**src/rtl/core/cordic_cart_to_polar_top_assert.svh**
```systemverilog
// Assertion macros for the Cartesian-to-polar converter.
// They sample on aclk and are disabled while aresetn is low.
`ifndef CORDIC_CART_TO_POLAR_TOP_ASSERT_SVH
`define CORDIC_CART_TO_POLAR_TOP_ASSERT_SVH

// The consequent holds in the same cycle as the antecedent.
`define CC2P_ASSERT_NOW(label, ante, cons) \
    label: assert property (@(posedge aclk) disable iff (!aresetn) (ante) |-> (cons)) \
        else $error("cc2p assertion failed");

// The consequent holds in the cycle after the antecedent.
`define CC2P_ASSERT_NEXT(label, ante, cons) \
    label: assert property (@(posedge aclk) disable iff (!aresetn) (ante) |=> (cons)) \
        else $error("cc2p assertion failed");

`endif

```
**src/rtl/core/cc2p_pkg.sv**
```systemverilog
package cc2p_pkg;

    localparam int ITERATIONS     = 16;
    localparam int DATA_WIDTH     = 16;
    localparam int INTERNAL_WIDTH = 20;

    localparam int ANG_FRAC   = 24;
    localparam int ANG_W      = 28;
    localparam int TABLE_LEN  = 24;
    localparam int GAIN_W     = 24;
    localparam int PROD_W     = INTERNAL_WIDTH + GAIN_W;
    localparam int PHASE_FRAC = DATA_WIDTH - 3;
    localparam int PH_SHIFT   = ANG_FRAC - PHASE_FRAC;

    localparam int HALF_PI_Q24  = 26353589;
    localparam int PI_Q24       = 52707179;
    localparam int INV_GAIN_Q24 = 10188014;
    localparam int PHASE_LIM_I  = (PI_Q24 + (1 << (PH_SHIFT - 1))) >> PH_SHIFT;

    localparam logic [GAIN_W-1:0]       INV_GAIN  = GAIN_W'(INV_GAIN_Q24);
    localparam logic signed [ANG_W-1:0] PHASE_LIM = ANG_W'(PHASE_LIM_I);
    localparam logic signed [ANG_W-1:0] PH_HALF   = ANG_W'(1 << (PH_SHIFT - 1));
    localparam logic [PROD_W-1:0]       MAG_HALF  = PROD_W'(1) << (ANG_FRAC - 1);

    localparam logic signed [ANG_W-1:0] ATAN_Q24 [TABLE_LEN] = '{
        ANG_W'(13176795), ANG_W'(7778716), ANG_W'(4110060), ANG_W'(2086331),
        ANG_W'(1047214), ANG_W'(524117), ANG_W'(262123), ANG_W'(131069),
        ANG_W'(65536), ANG_W'(32768), ANG_W'(16384), ANG_W'(8192),
        ANG_W'(4096), ANG_W'(2048), ANG_W'(1024), ANG_W'(512),
        ANG_W'(256), ANG_W'(128), ANG_W'(64), ANG_W'(32),
        ANG_W'(16), ANG_W'(8), ANG_W'(4), ANG_W'(2)
    };

    typedef enum logic [1:0] {
        QUAD_NONE,
        QUAD_POS_HALF,
        QUAD_NEG_PI,
        QUAD_NEG_HALF
    } quad_t;

    typedef struct packed {
        logic                               valid;
        quad_t                              quad;
        logic signed [INTERNAL_WIDTH-1:0]   x;
        logic signed [INTERNAL_WIDTH-1:0]   y;
        logic signed [ANG_W-1:0]            ang;
    } rot_t;

    function automatic logic signed [ANG_W-1:0] quad_offset(input quad_t q);
        logic signed [ANG_W-1:0] off;
        unique case (q)
            QUAD_NONE:     off = '0;
            QUAD_POS_HALF: off = ANG_W'(HALF_PI_Q24);
            QUAD_NEG_PI:   off = -ANG_W'(PI_Q24);
            QUAD_NEG_HALF: off = -ANG_W'(HALF_PI_Q24);
            default:       off = '0;
        endcase
        return off;
    endfunction

endpackage

```
**src/rtl/core/cc2p_quadrant.sv**
```systemverilog
module cc2p_quadrant (
    input  logic                                 aclk,
    input  logic                                 aresetn,
    input  logic                                 enable,
    input  logic                                 in_valid,
    input  logic signed [cc2p_pkg::DATA_WIDTH-1:0] x_coord,
    input  logic signed [cc2p_pkg::DATA_WIDTH-1:0] y_coord,
    output cc2p_pkg::rot_t                       stage_o
);
    import cc2p_pkg::*;

    localparam int IW = INTERNAL_WIDTH;
    localparam int DW = DATA_WIDTH;

    logic signed [IW-1:0] x_ext;
    logic signed [IW-1:0] y_ext;
    logic                 x_neg;
    logic                 y_pos;
    rot_t                 stage_reg;
    rot_t                 stage_next;

    assign x_ext = {{(IW - DW){x_coord[DW-1]}}, x_coord};
    assign y_ext = {{(IW - DW){y_coord[DW-1]}}, y_coord};
    assign x_neg = x_coord[DW-1];
    assign y_pos = !y_coord[DW-1] && (y_coord != '0);

    always_comb begin
        stage_next.valid = in_valid;
        stage_next.ang   = '0;
        priority if (x_neg && y_pos) begin
            stage_next.x    = y_ext;
            stage_next.y    = -x_ext;
            stage_next.quad = QUAD_POS_HALF;
        end else if (x_neg) begin
            stage_next.x    = -x_ext;
            stage_next.y    = -y_ext;
            stage_next.quad = QUAD_NEG_PI;
        end else if (!y_pos) begin
            stage_next.x    = -y_ext;
            stage_next.y    = x_ext;
            stage_next.quad = QUAD_NEG_HALF;
        end else begin
            stage_next.x    = x_ext;
            stage_next.y    = y_ext;
            stage_next.quad = QUAD_NONE;
        end
    end

    always_ff @(posedge aclk) begin
        if (!aresetn) begin
            stage_reg.valid <= 1'b0;
        end else if (enable) begin
            stage_reg <= stage_next;
        end
    end

    assign stage_o = stage_reg;

endmodule

```
**src/rtl/core/cc2p_rotator.sv**
```systemverilog
module cc2p_rotator (
    input  logic           aclk,
    input  logic           aresetn,
    input  logic           enable,
    input  cc2p_pkg::rot_t stage_i,
    output cc2p_pkg::rot_t stage_o
);
    import cc2p_pkg::*;

    localparam int IW = INTERNAL_WIDTH;

    rot_t pipe_reg [ITERATIONS];

    for (genvar i = 0; i < ITERATIONS; i++) begin : g_stage
        rot_t                 src;
        rot_t                 pipe_next;
        logic signed [IW-1:0] xs;
        logic signed [IW-1:0] ys;
        logic                 y_pos;

        if (i == 0) begin : g_first
            assign src = stage_i;
        end else begin : g_rest
            assign src = pipe_reg[i-1];
        end

        assign xs    = $signed(src.x) >>> i;
        assign ys    = $signed(src.y) >>> i;
        assign y_pos = !src.y[IW-1] && (src.y != '0);

        always_comb begin
            pipe_next = src;
            if (y_pos) begin
                pipe_next.x   = src.x + ys;
                pipe_next.y   = src.y - xs;
                pipe_next.ang = src.ang + ATAN_Q24[i];
            end else begin
                pipe_next.x   = src.x - ys;
                pipe_next.y   = src.y + xs;
                pipe_next.ang = src.ang - ATAN_Q24[i];
            end
        end

        always_ff @(posedge aclk) begin
            if (!aresetn) begin
                pipe_reg[i].valid <= 1'b0;
            end else if (enable) begin
                pipe_reg[i] <= pipe_next;
            end
        end
    end

    assign stage_o = pipe_reg[ITERATIONS-1];

endmodule

```
**src/rtl/core/cc2p_scale.sv**
```systemverilog
module cc2p_scale (
    input  logic                                   aclk,
    input  logic                                   aresetn,
    input  logic                                   enable,
    input  cc2p_pkg::rot_t                         stage_i,
    output logic                                   out_valid,
    output logic [cc2p_pkg::DATA_WIDTH-1:0]        magnitude,
    output logic signed [cc2p_pkg::DATA_WIDTH-1:0] phase
);
    import cc2p_pkg::*;

    localparam int IW = INTERNAL_WIDTH;
    localparam int DW = DATA_WIDTH;

    logic                    mul_valid_reg;
    logic [PROD_W-1:0]       prod_reg;
    logic [PROD_W-1:0]       prod_next;
    logic signed [ANG_W-1:0] ang_reg;
    logic signed [ANG_W-1:0] ang_next;

    logic                    out_valid_reg;
    logic [DW-1:0]           mag_reg;
    logic [DW-1:0]           mag_next;
    logic signed [DW-1:0]    phase_reg;
    logic signed [DW-1:0]    phase_next;

    logic                    x_pos;
    logic [PROD_W-1:0]       prod_rnd;
    logic [IW-1:0]           mag_full;
    logic signed [ANG_W-1:0] ang_rnd;
    logic signed [ANG_W-1:0] ang_sat;

    assign x_pos     = !stage_i.x[IW-1] && (stage_i.x != '0);
    assign prod_next = x_pos ? (PROD_W'(unsigned'(stage_i.x)) * PROD_W'(INV_GAIN)) : '0;
    assign ang_next  = stage_i.ang + quad_offset(stage_i.quad);

    always_ff @(posedge aclk) begin
        if (!aresetn) begin
            mul_valid_reg <= 1'b0;
        end else if (enable) begin
            mul_valid_reg <= stage_i.valid;
        end
    end

    always_ff @(posedge aclk) begin
        if (enable) begin
            prod_reg <= prod_next;
            ang_reg  <= ang_next;
        end
    end

    assign prod_rnd = prod_reg + MAG_HALF;
    assign mag_full = prod_rnd[ANG_FRAC +: IW];
    assign mag_next = (|mag_full[IW-1:DW]) ? '1 : mag_full[DW-1:0];

    assign ang_rnd = $signed(ang_reg + PH_HALF) >>> PH_SHIFT;

    always_comb begin
        priority if (ang_rnd > PHASE_LIM) begin
            ang_sat = PHASE_LIM;
        end else if (ang_rnd < -PHASE_LIM) begin
            ang_sat = -PHASE_LIM;
        end else begin
            ang_sat = ang_rnd;
        end
    end

    assign phase_next = ang_sat[DW-1:0];

    always_ff @(posedge aclk) begin
        if (!aresetn) begin
            out_valid_reg <= 1'b0;
        end else if (enable) begin
            out_valid_reg <= mul_valid_reg;
        end
    end

    always_ff @(posedge aclk) begin
        if (enable) begin
            mag_reg   <= mag_next;
            phase_reg <= phase_next;
        end
    end

    assign out_valid = out_valid_reg;
    assign magnitude = mag_reg;
    assign phase     = phase_reg;

endmodule

```
**src/rtl/core/cordic_cart_to_polar_top.sv**
```systemverilog
// Cartesian-to-polar converter: each transaction carries a signed Q2.14 point and
// returns its magnitude (unsigned Q2.14, CORDIC gain removed) and its angle (signed
// Q3.13 radians, saturated to [-pi, pi]; the negative x axis and the origin give -pi).
// The pipeline takes one transaction per clock while no result is held at the output;
// its stages are one quadrant stage, one stage per shift-add micro-rotation, one stage
// for the gain multiply and angle offset, and the output register. When a result is
// held at the output, the whole pipeline freezes, empty slots included, and s_ready
// drops until that result is taken.
module cordic_cart_to_polar_top (
    input  logic                                   aclk,
    input  logic                                   aresetn,
    input  logic                                   s_valid,
    output logic                                   s_ready,
    input  logic signed [cc2p_pkg::DATA_WIDTH-1:0] s_x_coord,
    input  logic signed [cc2p_pkg::DATA_WIDTH-1:0] s_y_coord,
    output logic                                   m_valid,
    input  logic                                   m_ready,
    output logic [cc2p_pkg::DATA_WIDTH-1:0]        m_magnitude,
    output logic signed [cc2p_pkg::DATA_WIDTH-1:0] m_phase
);
    import cc2p_pkg::*;

    logic enable;
    rot_t quad_stage;
    rot_t rot_stage;

    assign enable  = !m_valid || m_ready;
    assign s_ready = enable;

    cc2p_quadrant u_quadrant (
        .aclk     (aclk),
        .aresetn  (aresetn),
        .enable   (enable),
        .in_valid (s_valid),
        .x_coord  (s_x_coord),
        .y_coord  (s_y_coord),
        .stage_o  (quad_stage)
    );

    cc2p_rotator u_rotator (
        .aclk     (aclk),
        .aresetn  (aresetn),
        .enable   (enable),
        .stage_i  (quad_stage),
        .stage_o  (rot_stage)
    );

    cc2p_scale u_scale (
        .aclk      (aclk),
        .aresetn   (aresetn),
        .enable    (enable),
        .stage_i   (rot_stage),
        .out_valid (m_valid),
        .magnitude (m_magnitude),
        .phase     (m_phase)
    );

`include "cordic_cart_to_polar_top_assert.svh"

    `CC2P_ASSERT_NOW(a_phase_range, m_valid, (m_phase <= PHASE_LIM) && (m_phase >= -PHASE_LIM))
    `CC2P_ASSERT_NOW(a_drain_accepts, m_valid && m_ready, s_ready)
    `CC2P_ASSERT_NEXT(a_stall_freezes, !s_ready, $stable(quad_stage.valid) && $stable(rot_stage.valid) && m_valid)

endmodule

```
**config.mk**
```make
export PLATFORM = sky130hd
export DESIGN_NAME = cordic_cart_to_polar_top
export DESIGN_NICKNAME = d
export VERILOG_FILES = /design/src/rtl/core/cc2p_pkg.sv /design/src/rtl/core/cc2p_quadrant.sv /design/src/rtl/core/cc2p_rotator.sv /design/src/rtl/core/cc2p_scale.sv /design/src/rtl/core/cordic_cart_to_polar_top.sv
export VERILOG_INCLUDE_DIRS = /design/src /design/src/rtl/core
export SDC_FILE = /design/constraint.sdc
export NUM_CORES = 2
export LEC_CHECK = 0
export ABC_AREA = 1
export ABC_CLOCK_PERIOD_IN_PS = 187900
export BUFFER_PORTS_ARGS = -buffer_cell sky130_fd_sc_hd__buf_2
export CAP_MARGIN = 5
export CORE_MARGIN = 4
export CORE_UTILIZATION = 45
export CTS_BUF_LIST = sky130_fd_sc_hd__clkbuf_16
export CTS_CLUSTER_SIZE = 12
export DETAILED_ROUTE_END_ITERATION = 16
export PLACE_DENSITY = 0.61
export SYNTH_ARGS = -nofsm -noshare
export SYNTH_HDL_FRONTEND = slang
export SYNTH_SLANG_ARGS = --single-unit
```
**constraint.sdc**
```tcl
create_clock -name aclk -period 187.9 [get_ports aclk]
set_input_delay 18.79 -clock aclk [delete_from_list [all_inputs] [get_ports aclk]]
set_output_delay 18.79 -clock aclk [all_outputs]
set_load 0.01 [all_outputs]
```
### Yosys cells after proc, flatten, opt, wreduce, memory -nomap -nowiden

Memories as Yosys holds them, arrays and structs flattened.
Index checks and enable logic that the tools add are counted.

| storage, ports and cells | value |
|---|---|
| memories kept | 1 |
| word-level logic and storage cells | 235 |
| output and inout bits | 34 |
| memory bits (writable) | 1136 |
| flip-flop bits (word level) | 149 |
| input bits | 36 |

| cells by class | value |
|---|---|
| bitwise logic cells | 16 |
| multiply operators | 1 |
| $add $sub $neg | 98 |
| mux-type cells | 41 |
| magnitude comparators | 2 |
| eq/ne operators | 3 |
| reductions and logical operators | 61 |

Memories:

| name | depth | bits a word | rd ports | clocked after memory_dff | write ports | line | text |
|---|---|---|---|---|---|---|---|
| u_rotator.pipe_reg | 16 | 71 | 16 | 0 | 16 | cc2p_rotator.sv:12 | `rot_t pipe_reg [ITERATIONS];` |

Operators by type and width:

| cell | number |
|---|---|
| $mux 68 | 16 |
| $reduce_bool 20->1 | 17 |
| $pmux 28 s4 | 1 |
| $mux 42 | 2 |
| $add 28x12->28 const B | 2 |
| $add 28x18->28 const B | 2 |
| $sub 28x18->28 const B | 2 |
| $add 44x24->44 const B | 1 |
| $mul 20x23->43 const B | 1 |
| $add 20x10->20 | 2 |
| $add 20x11->20 | 2 |
| $add 20x12->20 | 2 |
| $add 20x13->20 | 2 |
| $add 20x14->20 | 2 |
| $add 20x15->20 | 2 |
| $add 20x16->20 | 2 |
| $add 20x17->20 | 2 |
| $add 20x18->20 | 2 |
| $add 20x19->20 | 2 |
| $add 20x5->20 | 2 |
| $add 20x6->20 | 2 |
| $add 20x7->20 | 2 |
| $add 20x8->20 | 2 |
| $add 20x9->20 | 2 |
| 60 further kinds | 148 |

### Longest topological paths before layout

| logic depth | value |
|---|---|
| depth in word-level cells | 6 |
| depth in mapped cells | 28 |
| mapped depth without buffers | 28 |

### Hierarchy

Synthesis repeated with hierarchy kept, for this count alone.

| second synthesis, totals | value |
|---|---|
| cell total of the unflattened synthesis | 15144 |
| area, all modules | 116274.0 um2 |

By module, submodules not included:

| module | cells each | sequential area each (um2) | area an instance (um2) | instances |
|---|---|---|---|---|
| cc2p_rotator | 12932 | 34072.7 | 98263.0 | 1 |
| cc2p_scale | 1767 | 2172.1 | 14744.1 | 1 |
| cc2p_quadrant | 443 | 1281.2 | 3259.4 | 1 |
| cordic_cart_to_polar_top | 2 | 0.0 | 7.5 | 1 |

### Least setup slack after synthesis

No wires, ideal clock.

| timing | value |
|---|---|
| kind | input-to-reg |
| from | input m_ready |
| to | memory u_rotator.pipe_reg[0][141] (netlist bit), data pin |
| path buffers | 1 |
| slack | 116.059 ns |
| required time | 187.753 ns |
| data arrival time | 71.695 ns |
| cell stages on the path | 5 |
| cell sequence | nor2_1 -> nor2_1 -> inv_1 -> clkbuf_1 -> nor2_1 |

RTL lines:

| what | line | text |
|---|---|---|
| from (decl) | cordic_cart_to_polar_top.sv:17 | `input logic m_ready,` |
| to (decl) | cc2p_rotator.sv:12 |  |

### Final worst setup path

| timing | value |
|---|---|
| from | input m_ready |
| to | output s_ready |

| on the way | value |
|---|---|
| word-level cells in the longest chain between the ends | 1 |

Ends and longest elaborated chain:

| what | line | text |
|---|---|---|
| $logic_or 1x1->1 | cordic_cart_to_polar_top.sv:27 | `assign enable = !m_valid \|\| m_ready;` |
| to (decl) | cordic_cart_to_polar_top.sv:13 | `output logic s_ready,` |

Every way passes these cells.

==> summary.md <==
| Metric | Value |
|---|---|
| Crit Path Class | `primary input to output port` |
| Setup Viol. Count Final | `0` |
| Status | `completed` |
| Pins Over Slew Limit | `0` |
| Dpl ws | `148,750 ps` |
| Headroom to the max-slew limit | `24.2%` |
| Synth Area in Compound Gates | `12.2%` |
| Clock net sink count | `1,190` |
| Detail Route Antenna Nets | `0` |
| Critical Path Source Type | `primary input` |
| First-pass GRT wire length | `418 mm` |
| Crit path setup slack, layout | `148,820 ps` |
| Maxcap violations | `0` |
| WHS Path Cells | `0` |
| Number of synthesized flops with an enable pin | `1,186` |
| Netlist cell types | `64` |
| DIE AREA | `233,000 um^2` |
| Seq cells post-synth | `1,190` |
| Clk slew on worst S/H paths | `60 ps` |
| Worst hold start | `u_rotator.pipe_reg[1][224]` |
| Post-CTS Resized | `0` |
| GPL Wtd Cong | `0.940` |
| Initial Util | `45.4%` |
| Cells after Synth | `11,757` |
| CP Data Arrival Time | `20,290 ps` |
| Placed cell area | `105,000 um^2` |
| Crit. End Element | `output port` |
| Ys flop type | `edfxtp_1` |
| Synthesis-to-layout area growth | `8.72%` |
| Postcts setup bufs | `0` |
| DR iter-0 viols | `5,245` |
| Syn avg cell area | `8.61 um^2` |
| Hold Vio Cnt, Final | `0` |
| Fraction of the yosys area taken by sequential cells | `35.2%` |
| Worst Tran Pin Value | `1130 ps` |
| Aggregate negative setup slack | `0 ps` |
| Die H | `482 um` |
| Number of flip-flops under the largest register name | `1,074` |
| Synth warn | `0` |
| Num CTS Buffers | `143` |
| Vias in the first global route | `80,113` |
| Final WL | `259 mm` |
| Vias | `80,378` |
| Overall die width | `482 um` |
| Worst EP required | `169,110 ps` |
| Final worst-path cycle share | `20.8%` |
| DR pass1 iterations | `6` |
| Share of the synthesized area in the top cell type | `35.2%` |
| Core area | `223,000 um^2` |
| Largest net degree at the start of global routing | `166` |
| Antenna violations before repair | `4` |
| Fillers | `21,125` |
| Simple-gate portion of the synthesized area | `17.1%` |
| R2R cell count | `21` |
| Synthesized area | `101,000 um^2` |
| Critical path origin | `m_ready` |
| Hold_buf cts | `0` |
| Standard-cell row count | `173` |
| Top post-synthesis cells by count | `2,079 x nand2_1, 1,529 x inv_1, 1,186 x edfxtp_1` |
| Worst clock skew | `57.9 ps` |
| Crit Reg-Reg Startpoint | `u_rotator.pipe_reg[1][554]` |
| I/O Pins | `70` |
| Most common cell in the netlist | `nand2_1` |
| Avg WL per Cell | `17.2 um` |
| Main combinational cell family by area after synthesis | `adder cells` |
| Yosys top cell by area | `edfxtp_1` |
| Crit-path max FO | `39` |
| Share of cells above drive strength 1 | `3.11%` |
| Final HPWL DP | `210 mm` |
| Vias/cell | `5.34` |
| Adder-cell share of the synthesized area | `19.3%` |
| Hold Crit Class | `flop to flop` |
| Largest cells by area after synthesis | `edfxtp_1 35%, ha_1 14%, nand2_1 7.7%` |
| Fmax | `0.0256 GHz` |
| Nets@finish | `13,410` |
| Clock tree buffer depth | `3` |
| GRT Util Overall | `22.0%` |
| DRC viols | `0` |
| Fin util | `49.4%` |
| Unrepaired setup endpoints after global routing | `false` |
| Root buf cell | `clkbuf_16` |
| Fin area | `110,000 um^2` |
| Total global routing overflow | `0` |
| Ys async rst share | `0%` |
| Post-Synth XOR/XNOR Area | `10.1%` |
| CTS tree | `done` |
| Clock latency on the worst-skew pair | `820 ps` |
| IO Port Bufs | `69` |
| # H-tree levels | `4` |
| Final Critical Period | `39,080 ps` |
| Mux cell area share after synthesis | `0%` |
==> layer usage <==
layer / track usage, % / vias up / share of wire (%)
met4: 7.37 / 0 / 3.3
met3: 2.43 / 456 / 3.9
met1: 28.4 / 37711 / 45
met5: 0 / - / 0
li1: - / 40485 / -
met2: 38.6 / 1726 / 48
==> metrics by stage <==
stage                     hold slack (ps)  cells
after CTS                             414  15050
after floorplan                       400  11798
after global placement                401  14791
after global routing                  422  15052
after detailed placement              405  14791
final                                 415  15053
==> cell families (layout without fill, tap and decap cells) <==
logic type               count (synthesis)  after routing
AO/OA/AOI/OAI                         2251           2251
flip-flops                            1190           1190
AND/OR/NAND/NOR                       4116           4116
buffers and inverters                 1624           1901
other                                    1             45
adder cells (fa/ha/maj)               1413           1413
XOR/XNOR                              1162           1162
==> final cells by class <==
| cell class | instances | area [um^2] | share of cell area, % |
|---|---|---|---|
| sequential | 1190 | 35700 | 32.4 |
| clock buffer | 143 | 3580 | 3.25 |
| timing repair buffer | 102 | 631 | 0.573 |
| antenna | 3 | 7.51 | 0.00682 |
| clock inverter | 116 | 1140 | 1.03 |
| tap | 2975 | 3720 | 3.38 |
| inverter | 1540 | 5780 | 5.25 |
| multi-input combinational | 8984 | 59500 | 54.1 |
==> cell usage in the layout (no fill, tap or decap), types with 19 or more instances in the layout <==
master / n
a21oi_1: 1080
nand4_1: 153
nor2_1: 975
xor2_1: 824
inv_1: 1548
buf_2: 69
buf_4: 30
conb_1: 42
o21ai_0: 714
nand3_1: 542
a21o_1: 64
fa_1: 247
nor3_1: 194
clkinv_2: 19
a31oi_1: 56
a21boi_0: 22
xnor2_1: 336
nand2_1: 2079
o31ai_1: 64
nor4_1: 51
ha_1: 1166
o211ai_1: 29
o21a_1: 48
or2_2: 21
clkinv_1: 36
edfxtp_1: 1186
o21bai_1: 90
clkbuf_16: 143
and2_1: 34
==> worst paths after layout <==
kind / to / slack, ps
min reg2reg: u_rotator.pipe_reg[1][295] / 420
min: u_rotator.pipe_reg[1][295] / 420
max reg2reg: u_scale.prod_reg[26] / 181100
max: s_ready / 148820
==> critical path, stage by stage <==
cell      delay [ps]
buf_2             90
nor2_1           340
clkinv_2         660
buf_2            380
Power is not shown: default switching activity piles up to over one toggle a cycle in this logic, so the estimate is an artifact.
